`config.mk`:
```
export PLATFORM = sky130hd
export DESIGN_NAME = rgb_hue_rotate_core
export DESIGN_NICKNAME = d
export VERILOG_FILES = /design/src/hw/rtl/rhr_pkg.sv /design/src/hw/rtl/rgb_hue_rotate_core.sv /design/src/hw/rtl/rhr_div.sv
export VERILOG_INCLUDE_DIRS = /design/src /design/src/hw/rtl
export SDC_FILE = /design/constraint.sdc
export NUM_CORES = 2
export LEC_CHECK = 0
export ABC_AREA = 1
export CORE_MARGIN = 2
export CORE_UTILIZATION = 41
export CTS_BUF_LIST = sky130_fd_sc_hd__clkbuf_4
export DETAILED_ROUTE_END_ITERATION = 6
export DONT_BUFFER_PORTS = 1
export PLACE_DENSITY = 0.51
export SLEW_MARGIN = 20
export SYNTH_ARGS = -nofsm -noshare
export SYNTH_HDL_FRONTEND = slang
export SYNTH_SLANG_ARGS = --single-unit
```
`constraint.sdc`:
```
create_clock -name aclk -period 142.3 [get_ports aclk]
set_input_delay 7.115 -clock aclk [delete_from_list [all_inputs] [get_ports aclk]]
set_output_delay 7.115 -clock aclk [all_outputs]
set_load 0.01 [all_outputs]
```
`src/hw/rtl/rgb_hue_rotate_core_defines.svh`:
```
// Assertion macros for the RTL file that checks its own logic (rgb_hue_rotate_core).
`ifndef RGB_HUE_ROTATE_CORE_DEFINES_SVH
`define RGB_HUE_ROTATE_CORE_DEFINES_SVH

`ifndef SYNTHESIS
`define RHR_ASSERT_NOW(label, ante, cons) \
    label: assert property (@(posedge aclk) disable iff (!aresetn) (ante) |-> (cons)) \
        else $error("rgb_hue_rotate_core: assertion failed");
`define RHR_ASSERT_NEXT(label, ante, cons) \
    label: assert property (@(posedge aclk) disable iff (!aresetn) (ante) |=> (cons)) \
        else $error("rgb_hue_rotate_core: assertion failed");
`else
`define RHR_ASSERT_NOW(label, ante, cons)
`define RHR_ASSERT_NEXT(label, ante, cons)
`endif

`endif

```
`src/hw/rtl/rhr_pkg.sv`:
```
package rhr_pkg;

    localparam int CH_W   = 8;
    localparam int STEP_W = 9;
    localparam int Q_W    = 17;

    localparam int DEG60_I  = 60;
    localparam int DEG120_I = 120;
    localparam int DEG180_I = 180;
    localparam int DEG240_I = 240;
    localparam int DEG300_I = 300;
    localparam int DEG360_I = 360;

    typedef enum logic [1:0] {
        BASE_RED   = 2'd0,
        BASE_GREEN = 2'd1,
        BASE_BLUE  = 2'd2
    } base_t;

    typedef struct packed {
        base_t            base;
        logic             neg;
        logic             zero;
        logic [Q_W-1:0]   chroma;
        logic [Q_W-1:0]   mval;
    } hue_side_t;

    typedef struct packed {
        logic [2:0]       sector;
        logic [Q_W-1:0]   chroma;
        logic [Q_W-1:0]   mval;
    } comp_side_t;

    // Rounds b*65536/255 up: b*65536 = b*255*257 + b.
    function automatic logic [Q_W-1:0] q16_of_byte(input logic [CH_W-1:0] b);
        logic [Q_W-1:0] r;
        r = Q_W'(b) * Q_W'(257) + Q_W'(b != '0);
        return r;
    endfunction

endpackage

```
`src/hw/rtl/rgb_hue_rotate_core.sv`:
```
// Pipeline: register stage A, the hue long divider's stages, then stages B to F, in that order.
// Throughput: one pixel per cycle unless stalled; the hue divider sets the depth, not the rate.
// A stalled result holds the whole pipeline; nothing is dropped or repeated.
// Reset: synchronous, active low on aresetn; clears all valid bits and sets hue_step to 210.
`include "rgb_hue_rotate_core_defines.svh"

module rgb_hue_rotate_core #(
    parameter int HUE_FRAC_BITS = 8
) (
    input  logic        aclk,
    input  logic        aresetn,
    input  logic        s_tvalid,
    output logic        s_tready,
    input  logic [23:0] s_tdata,   // red_in [7:0], green_in [15:8], blue_in [23:16]
    output logic        m_tvalid,
    input  logic        m_tready,
    output logic [23:0] m_tdata,   // red_out [7:0], green_out [15:8], blue_out [23:16]
    input  logic        cfg_valid,
    output logic        cfg_ready,
    input  logic [8:0]  cfg_data   // hue_step
);

    localparam int F     = HUE_FRAC_BITS;
    localparam int HW    = 10 + F;
    localparam int NUMW  = 14 + F;
    localparam int TW    = 7 + F;
    localparam int GW    = 6 + F;
    localparam int PW    = rhr_pkg::Q_W + GW;
    localparam int Q_W   = rhr_pkg::Q_W;
    localparam int HSW   = $bits(rhr_pkg::hue_side_t);
    localparam int XMW   = 20;
    localparam int XRW   = 21;
    localparam int XPW   = XMW + XRW;
    localparam int XSH   = 24;

    localparam logic [XRW-1:0] X_RECIP = XRW'(1118482);

    localparam logic [HW-1:0] DEG60  = HW'(rhr_pkg::DEG60_I  * (1 << F));
    localparam logic [HW-1:0] DEG120 = HW'(rhr_pkg::DEG120_I * (1 << F));
    localparam logic [HW-1:0] DEG180 = HW'(rhr_pkg::DEG180_I * (1 << F));
    localparam logic [HW-1:0] DEG240 = HW'(rhr_pkg::DEG240_I * (1 << F));
    localparam logic [HW-1:0] DEG300 = HW'(rhr_pkg::DEG300_I * (1 << F));
    localparam logic [HW-1:0] DEG360 = HW'(rhr_pkg::DEG360_I * (1 << F));

    logic pipe_en;
    assign pipe_en  = !m_tvalid || m_tready;
    assign s_tready = pipe_en;
    assign cfg_ready = 1'b1;

    logic [rhr_pkg::STEP_W-1:0] step_mod_reg;
    always_ff @(posedge aclk) begin
        if (!aresetn) begin
            step_mod_reg <= rhr_pkg::STEP_W'(210);
        end else if (cfg_valid) begin
            step_mod_reg <= (cfg_data >= rhr_pkg::STEP_W'(rhr_pkg::DEG360_I))
                ? cfg_data - rhr_pkg::STEP_W'(rhr_pkg::DEG360_I) : cfg_data;
        end
    end

    // Stage A: max, min, chroma and the numerator of the hue division.
    logic [7:0]          r_in, g_in, b_in, hi, lo, d, pa, pb, n;
    rhr_pkg::base_t      base_sel;
    logic                neg;
    rhr_pkg::hue_side_t  a_side_next, a_side_reg;
    logic [NUMW-1:0]     a_num_next, a_num_reg;
    logic [7:0]          a_div_reg;
    logic                a_vld_reg;

    always_comb begin
        r_in = s_tdata[7:0];
        g_in = s_tdata[15:8];
        b_in = s_tdata[23:16];
        hi = r_in;
        if (g_in > hi) hi = g_in;
        if (b_in > hi) hi = b_in;
        lo = r_in;
        if (g_in < lo) lo = g_in;
        if (b_in < lo) lo = b_in;
        d = hi - lo;
        if (hi == r_in) begin
            pa = g_in; pb = b_in; base_sel = rhr_pkg::BASE_RED;
        end else if (hi == g_in) begin
            pa = b_in; pb = r_in; base_sel = rhr_pkg::BASE_GREEN;
        end else begin
            pa = r_in; pb = g_in; base_sel = rhr_pkg::BASE_BLUE;
        end
        neg = pa < pb;
        n = neg ? pb - pa : pa - pb;
        a_num_next = (NUMW'(n) * NUMW'(60)) << F;
        a_side_next.base   = base_sel;
        a_side_next.neg    = neg;
        a_side_next.zero   = (d == '0);
        a_side_next.chroma = rhr_pkg::q16_of_byte(d);
        a_side_next.mval   = rhr_pkg::q16_of_byte(lo);
    end

    always_ff @(posedge aclk) begin
        if (!aresetn) begin
            a_vld_reg <= 1'b0;
        end else if (pipe_en) begin
            a_vld_reg <= s_tvalid;
        end
    end

    always_ff @(posedge aclk) begin
        if (pipe_en) begin
            a_num_reg  <= a_num_next;
            a_div_reg  <= (d == '0) ? 8'd1 : d;
            a_side_reg <= a_side_next;
        end
    end

    logic               t_vld;
    logic [TW-1:0]      t_quo;
    logic [HSW-1:0]     t_side_bits;
    rhr_pkg::hue_side_t t_side;

    rhr_div #(.NW(NUMW), .DW(8), .QW(TW), .SW(HSW)) u_hue_div (
        .aclk     (aclk),
        .aresetn  (aresetn),
        .en       (pipe_en),
        .in_vld   (a_vld_reg),
        .in_num   (a_num_reg),
        .in_div   (a_div_reg),
        .in_side  (a_side_reg),
        .out_vld  (t_vld),
        .out_quo  (t_quo),
        .out_side (t_side_bits)
    );
    assign t_side = rhr_pkg::hue_side_t'(t_side_bits);

    // Stage B: hue and rotation.
    logic [HW-1:0]   basev, h0, h1, h2, b_hue_next, b_hue_reg;
    logic [Q_W-1:0]  b_c_reg, b_m_reg;
    logic            b_vld_reg;

    always_comb begin
        case (t_side.base)
            rhr_pkg::BASE_GREEN: basev = DEG120;
            rhr_pkg::BASE_BLUE:  basev = DEG240;
            default:             basev = '0;
        endcase
        if (t_side.zero) begin
            h0 = '0;
        end else if (t_side.neg) begin
            h0 = ((t_side.base == rhr_pkg::BASE_RED) ? DEG360 : basev) - HW'(t_quo);
        end else begin
            h0 = basev + HW'(t_quo);
        end
        h1 = (h0 >= DEG360) ? h0 - DEG360 : h0;
        h2 = h1 + (HW'(step_mod_reg) << F);
        b_hue_next = (h2 >= DEG360) ? h2 - DEG360 : h2;
    end

    always_ff @(posedge aclk) begin
        if (!aresetn) begin
            b_vld_reg <= 1'b0;
        end else if (pipe_en) begin
            b_vld_reg <= t_vld;
        end
    end

    always_ff @(posedge aclk) begin
        if (pipe_en) begin
            b_hue_reg <= b_hue_next;
            b_c_reg   <= t_side.chroma;
            b_m_reg   <= t_side.mval;
        end
    end

    // Stage C: sector and position inside it.
    logic [2:0]      sec;
    logic [HW-1:0]   f, gg;
    logic [2:0]      c_sec_reg;
    logic [GW-1:0]   c_gg_reg;
    logic [Q_W-1:0]  c_c_reg, c_m_reg;
    logic            c_vld_reg;

    always_comb begin
        if (b_hue_reg >= DEG300) begin
            sec = 3'd5; f = b_hue_reg - DEG300;
        end else if (b_hue_reg >= DEG240) begin
            sec = 3'd4; f = b_hue_reg - DEG240;
        end else if (b_hue_reg >= DEG180) begin
            sec = 3'd3; f = b_hue_reg - DEG180;
        end else if (b_hue_reg >= DEG120) begin
            sec = 3'd2; f = b_hue_reg - DEG120;
        end else if (b_hue_reg >= DEG60) begin
            sec = 3'd1; f = b_hue_reg - DEG60;
        end else begin
            sec = 3'd0; f = b_hue_reg;
        end
        gg = sec[0] ? DEG60 - f : f;
    end

    always_ff @(posedge aclk) begin
        if (!aresetn) begin
            c_vld_reg <= 1'b0;
        end else if (pipe_en) begin
            c_vld_reg <= b_vld_reg;
        end
    end

    always_ff @(posedge aclk) begin
        if (pipe_en) begin
            c_sec_reg <= sec;
            c_gg_reg  <= gg[GW-1:0];
            c_c_reg   <= b_c_reg;
            c_m_reg   <= b_m_reg;
        end
    end

    // Stage D: chroma times position.
    logic [PW-1:0]       d_prod_reg;
    rhr_pkg::comp_side_t d_side_reg;
    logic                d_vld_reg;

    always_ff @(posedge aclk) begin
        if (!aresetn) begin
            d_vld_reg <= 1'b0;
        end else if (pipe_en) begin
            d_vld_reg <= c_vld_reg;
        end
    end

    always_ff @(posedge aclk) begin
        if (pipe_en) begin
            d_prod_reg        <= PW'(c_c_reg) * PW'(c_gg_reg);
            d_side_reg.sector <= c_sec_reg;
            d_side_reg.chroma <= c_c_reg;
            d_side_reg.mval   <= c_m_reg;
        end
    end

    // Stage E: the product over 60 * 2^F, as the product over 4 * 2^F times a reciprocal of 15.
    logic                e_vld_reg;
    logic [XPW-1:0]      e_prod_reg;
    rhr_pkg::comp_side_t e_side_reg;
    logic                e_vld;
    logic [Q_W-1:0]      x_quo;
    rhr_pkg::comp_side_t e_side;

    always_ff @(posedge aclk) begin
        if (!aresetn) begin
            e_vld_reg <= 1'b0;
        end else if (pipe_en) begin
            e_vld_reg <= d_vld_reg;
        end
    end

    always_ff @(posedge aclk) begin
        if (pipe_en) begin
            e_prod_reg <= XPW'(d_prod_reg[F+2 +: XMW]) * XPW'(X_RECIP);
            e_side_reg <= d_side_reg;
        end
    end

    assign e_vld  = e_vld_reg;
    assign x_quo  = e_prod_reg[XSH +: Q_W];
    assign e_side = e_side_reg;

    // Stage F: component placement and conversion back to bytes.
    logic [Q_W-1:0] comp_r, comp_g, comp_b;
    logic [7:0]     out_r, out_g, out_b;
    logic [23:0]    out_data_reg;
    logic           out_vld_reg;

    function automatic logic [7:0] to_channel(input logic [Q_W-1:0] comp,
                                              input logic [Q_W-1:0] mv);
        logic [Q_W:0]   s;
        logic [Q_W+8:0] p;
        logic [Q_W-8:0] top;
        s   = {1'b0, comp} + {1'b0, mv};
        p   = ({s, 8'd0}) - (Q_W+9)'(s);
        top = p[Q_W+8:16];
        return (top > (Q_W-7)'(255)) ? 8'd255 : top[7:0];
    endfunction

    always_comb begin
        case (e_side.sector)
            3'd0: begin comp_r = e_side.chroma; comp_g = x_quo; comp_b = '0; end
            3'd1: begin comp_r = x_quo; comp_g = e_side.chroma; comp_b = '0; end
            3'd2: begin comp_r = '0; comp_g = e_side.chroma; comp_b = x_quo; end
            3'd3: begin comp_r = '0; comp_g = x_quo; comp_b = e_side.chroma; end
            3'd4: begin comp_r = x_quo; comp_g = '0; comp_b = e_side.chroma; end
            default: begin comp_r = e_side.chroma; comp_g = '0; comp_b = x_quo; end
        endcase
        out_r = to_channel(comp_r, e_side.mval);
        out_g = to_channel(comp_g, e_side.mval);
        out_b = to_channel(comp_b, e_side.mval);
    end

    always_ff @(posedge aclk) begin
        if (!aresetn) begin
            out_vld_reg <= 1'b0;
        end else if (pipe_en) begin
            out_vld_reg <= e_vld;
        end
    end

    always_ff @(posedge aclk) begin
        if (pipe_en) begin
            out_data_reg <= {out_b, out_g, out_r};
        end
    end

    assign m_tvalid = out_vld_reg;
    assign m_tdata  = out_data_reg;

    `RHR_ASSERT_NOW(a_step_range, 1'b1, step_mod_reg < rhr_pkg::STEP_W'(rhr_pkg::DEG360_I))
    `RHR_ASSERT_NOW(a_hue_range, b_vld_reg, b_hue_reg < DEG360)
    `RHR_ASSERT_NOW(a_sector_range, e_vld, e_side.sector <= 3'd5)
    `RHR_ASSERT_NEXT(a_stall_hold, m_tvalid && !m_tready, m_tvalid && $stable(m_tdata))

endmodule

```
`src/hw/rtl/rhr_div.sv`:
```
module rhr_div #(
    parameter int NW = 22,
    parameter int DW = 8,
    parameter int QW = 14,
    parameter int SW = 8
) (
    input  logic          aclk,
    input  logic          aresetn,
    input  logic          en,
    input  logic          in_vld,
    input  logic [NW-1:0] in_num,
    input  logic [DW-1:0] in_div,
    input  logic [SW-1:0] in_side,
    output logic          out_vld,
    output logic [QW-1:0] out_quo,
    output logic [SW-1:0] out_side
);

    logic          vld_reg  [NW+1];
    logic [DW-1:0] rem_reg  [NW+1];
    logic [NW-1:0] nq_reg   [NW+1];
    logic [DW-1:0] div_reg  [NW+1];
    logic [SW-1:0] side_reg [NW+1];

    always_comb begin
        vld_reg[0]  = in_vld;
        rem_reg[0]  = '0;
        nq_reg[0]   = in_num;
        div_reg[0]  = in_div;
        side_reg[0] = in_side;
    end

    for (genvar i = 0; i < NW; i++) begin : g_stage
        logic [DW:0]   trial;
        logic          ge;
        logic [DW:0]   diff;
        logic [DW-1:0] rem_next;
        logic [NW-1:0] nq_next;

        always_comb begin
            trial    = {rem_reg[i], nq_reg[i][NW-1]};
            ge       = trial >= {1'b0, div_reg[i]};
            diff     = trial - {1'b0, div_reg[i]};
            rem_next = ge ? diff[DW-1:0] : trial[DW-1:0];
            nq_next  = {nq_reg[i][NW-2:0], ge};
        end

        always_ff @(posedge aclk) begin
            if (!aresetn) begin
                vld_reg[i+1] <= 1'b0;
            end else if (en) begin
                vld_reg[i+1] <= vld_reg[i];
            end
        end

        always_ff @(posedge aclk) begin
            if (en) begin
                rem_reg[i+1]  <= rem_next;
                nq_reg[i+1]   <= nq_next;
                div_reg[i+1]  <= div_reg[i];
                side_reg[i+1] <= side_reg[i];
            end
        end
    end

    assign out_vld  = vld_reg[NW];
    assign out_quo  = nq_reg[NW][QW-1:0];
    assign out_side = side_reg[NW];

endmodule
```
==> results.cfg <==
[logic_synthesis]
synthArstFlopShare_pct = 0
ys_types = 71
postSynthAreaPerCell_um2 = 12.2
ys_warn_count = 0
syn_nets = 7654
syn_area_um2 = 82600
synth_cells = 6792
synthFlopType = edfxtp_1
yosys_register_bits = 1691
synth_edf_count = 1654
ys_seq_area_share_pct = 61.0

[drt]
drt_iter0_drc = 2908
drt_wl_total_mm = 153
ant_nets = 0
wire_per_inst_um = 15.1
post-route-drc-count = 0
dr.pass1.iters = 5
dr_total_vias = 48600
avgViaCountPerCell = 4.80

[clock_network]
cts_sinks = 1691
clock_latency_ns = 1.33
ctsHoldBuffers = 0
cts_buffer_depth = 4
cts_root_buf = clkbuf_4
cts_setup_buffers = 0
cts_max_level = 5
cts_buffers = 443
ctsResizeCount = 0
cts.reportedPaths.clkPinSlew_ns = 0.07
cts_tree = built

[cells_and_area]
n_fill_cell = 18400
synthToLayoutAreaGrowth_pct = 10.3
layout_common_cells = 1,654 x edfxtp_1, 1,047 x inv_1, 1,028 x nand2_1, 646 x clkbuf_4, 575 x ha_1
largest_reg_flops = 798
final_common_cell = edfxtp_1
layout-drive-gt1-share_pct = 10.7
final_nets = 8040

[worst_setup_path]
cp.required_ns = 143.32
max_stage_delay_ns = 0.69
crit_path_frequent_cell = nand2_1
cp-end-kind = flip-flop
cp_max_fo = 35
critPathArrivalTime_ns = 16.02
cp_slowest_cell = o21ai_4
critPathKind = primary input to flip-flop
cp-start-kind = primary input

[die]
fp.dieH_um = 453
start_util_pct = 41.3
ioPinCount = 65
die_area_um2 = 205000
coreArea_um2 = 200000
row_count = 164
die_x_um = 453

[global_routing]
grt-ovfl-total = 0
grt_pass1_wl_mm = 253
grt_pass1_vias = 49800
grt_max_degree = 175
grt_use_total_pct = 15.2
antenna_found_initial = 4

[place]
place_congestion = 0.862
portBuffers = 0
dp_hpwl_mm = 108

[status]
status = finished, final reports clean

[timing]
rsz0062_at_grt = no
final_max_slew_viol_count = 0
skew_ns = 0.0685
max_slew.worst_pin.slew_ns = 1.01
finalHoldViolCount = 0
final-setup-viol-count = 0
layout_min_cycle_time_ns = 15.00
timing.setup.tns_ns = 0
relSlewSlack_pct = 32.6
post-route-period-util_pct = 10.5
timing.fmax_ghz = 0.0667

[run]
maxCapViolations = 0

[min_path]
hold_class = flip-flop to flip-flop
[metal layers]
layer	track usage [%]	vias up	part of all wire (%)
met2	24.4	907	47
met4	5.69	2	2.4
met5	0	-	0.0085
met1	20.0	23000	46
li1	-	24300	-
met3	3.53	277	4.5
[worst paths after layout]
path	start	to	slack (ns)	depth (start not counted)
hold reg to reg	u_hue_div.side_reg[139]$_DFFE_PP_	u_hue_div.side_reg[101]$_DFFE_PP_	0.36	0
hold / removal	u_hue_div.side_reg[139]$_DFFE_PP_	u_hue_div.side_reg[101]$_DFFE_PP_	0.36	0
setup reg to reg	m_tvalid$_SDFFE_PN0P_	u_hue_div.side_reg[723]$_DFFE_PP_	134.85	12
setup / recovery	s_tdata[7]	a_num_reg[21]$_DFFE_PP_	127.30	51
[Yosys cell counts, drive strengths merged (5+ instances only)]
cell type | n | share of area (%)
fa | 249 | 6.0
nand3 | 244 | 1.5
nand2 | 1042 | 4.8
ha | 575 | 8.7
a21o | 14 | 0.13
xnor2 | 84 | 0.91
dfxtp | 37 | 0.90
xor2 | 189 | 2.0
a21boi | 5 | 0.050
edfxtp | 1654 | 60
inv | 1059 | 4.8
o211ai | 14 | 0.13
nor3 | 75 | 0.46
o22ai | 51 | 0.39
a211oi | 11 | 0.10
nor2 | 487 | 2.3
clkbuf | 85 | 0.39
a21oi | 409 | 2.5
buf | 19 | 0.19
nand4 | 62 | 0.48
o311ai | 6 | 0.064
nand3b | 9 | 0.082
o21ai | 288 | 1.8
or2 | 12 | 0.091
o31ai | 13 | 0.12
a31oi | 14 | 0.11
o21a | 14 | 0.13
o21bai | 28 | 0.25
nor4 | 13 | 0.098
[cell families (layout without fill, tap and decap cells)]
group	count (synthesis)	in the layout	synth area share, %
adder cells (fa/ha/maj)	824	824	14.7
AO/OA/AOI/OAI	885	885	6.00
multiplexers	2	2	0.0242
flip-flops	1691	1691	61.0
XOR/XNOR	273	273	2.92
AND/OR/NAND/NOR	1952	1952	9.88
buffers and inverters	1164	1828	5.40
other	1	9	0.00454
[layout make-up]
class,count,area (um2),share of cell area (%)
Multi-Input combinational cell,3937,27700,30.4
Timing Repair Buffer,45,362,0.397
Antenna cell,8,20.0,0.0220
Tap cell,2656,3320,3.65
Inverter,1060,3990,4.38
Clock buffer,646,4850,5.32
Clock inverter,77,417,0.457
Sequential cell,1691,50400,55.3
[per-stage QoR]
stage / worst slack [ns] / util [%] / hold WS (ns) / instances / area (um2)
final: 127.30 / 45.5 / 0.356 / 10100 / 91100
after global routing: 126.58 / 45.5 / 0.355 / 10100 / 91100
after CTS: 127.36 / 45.5 / 0.343 / 10100 / 91100
after detailed placement: 125.88 / 42.9 / 0.405 / 9389 / 85800
after global placement: 125.91 / 42.9 / 0.400 / 9389 / 85800
after floorplan: 83.18 / - / 0.400 / 6792 / 82600
[worst max-delay path: cells and delay by family]
| family | cells | cell delay (ns) |
|---|---|---|
| and+or+nand+nor | 28 | 3.65 |
| AOI/OAI and AO/OA | 10 | 2.30 |
| adders and majority gates | 6 | 2.04 |
| buffers and inverters | 5 | 0.67 |
| xor gates and xnor gates | 2 | 0.22 |
Power is left out: the tool's default activity adds up to more than one toggle a clock period on the data nets, which glitch-free logic cannot reach.
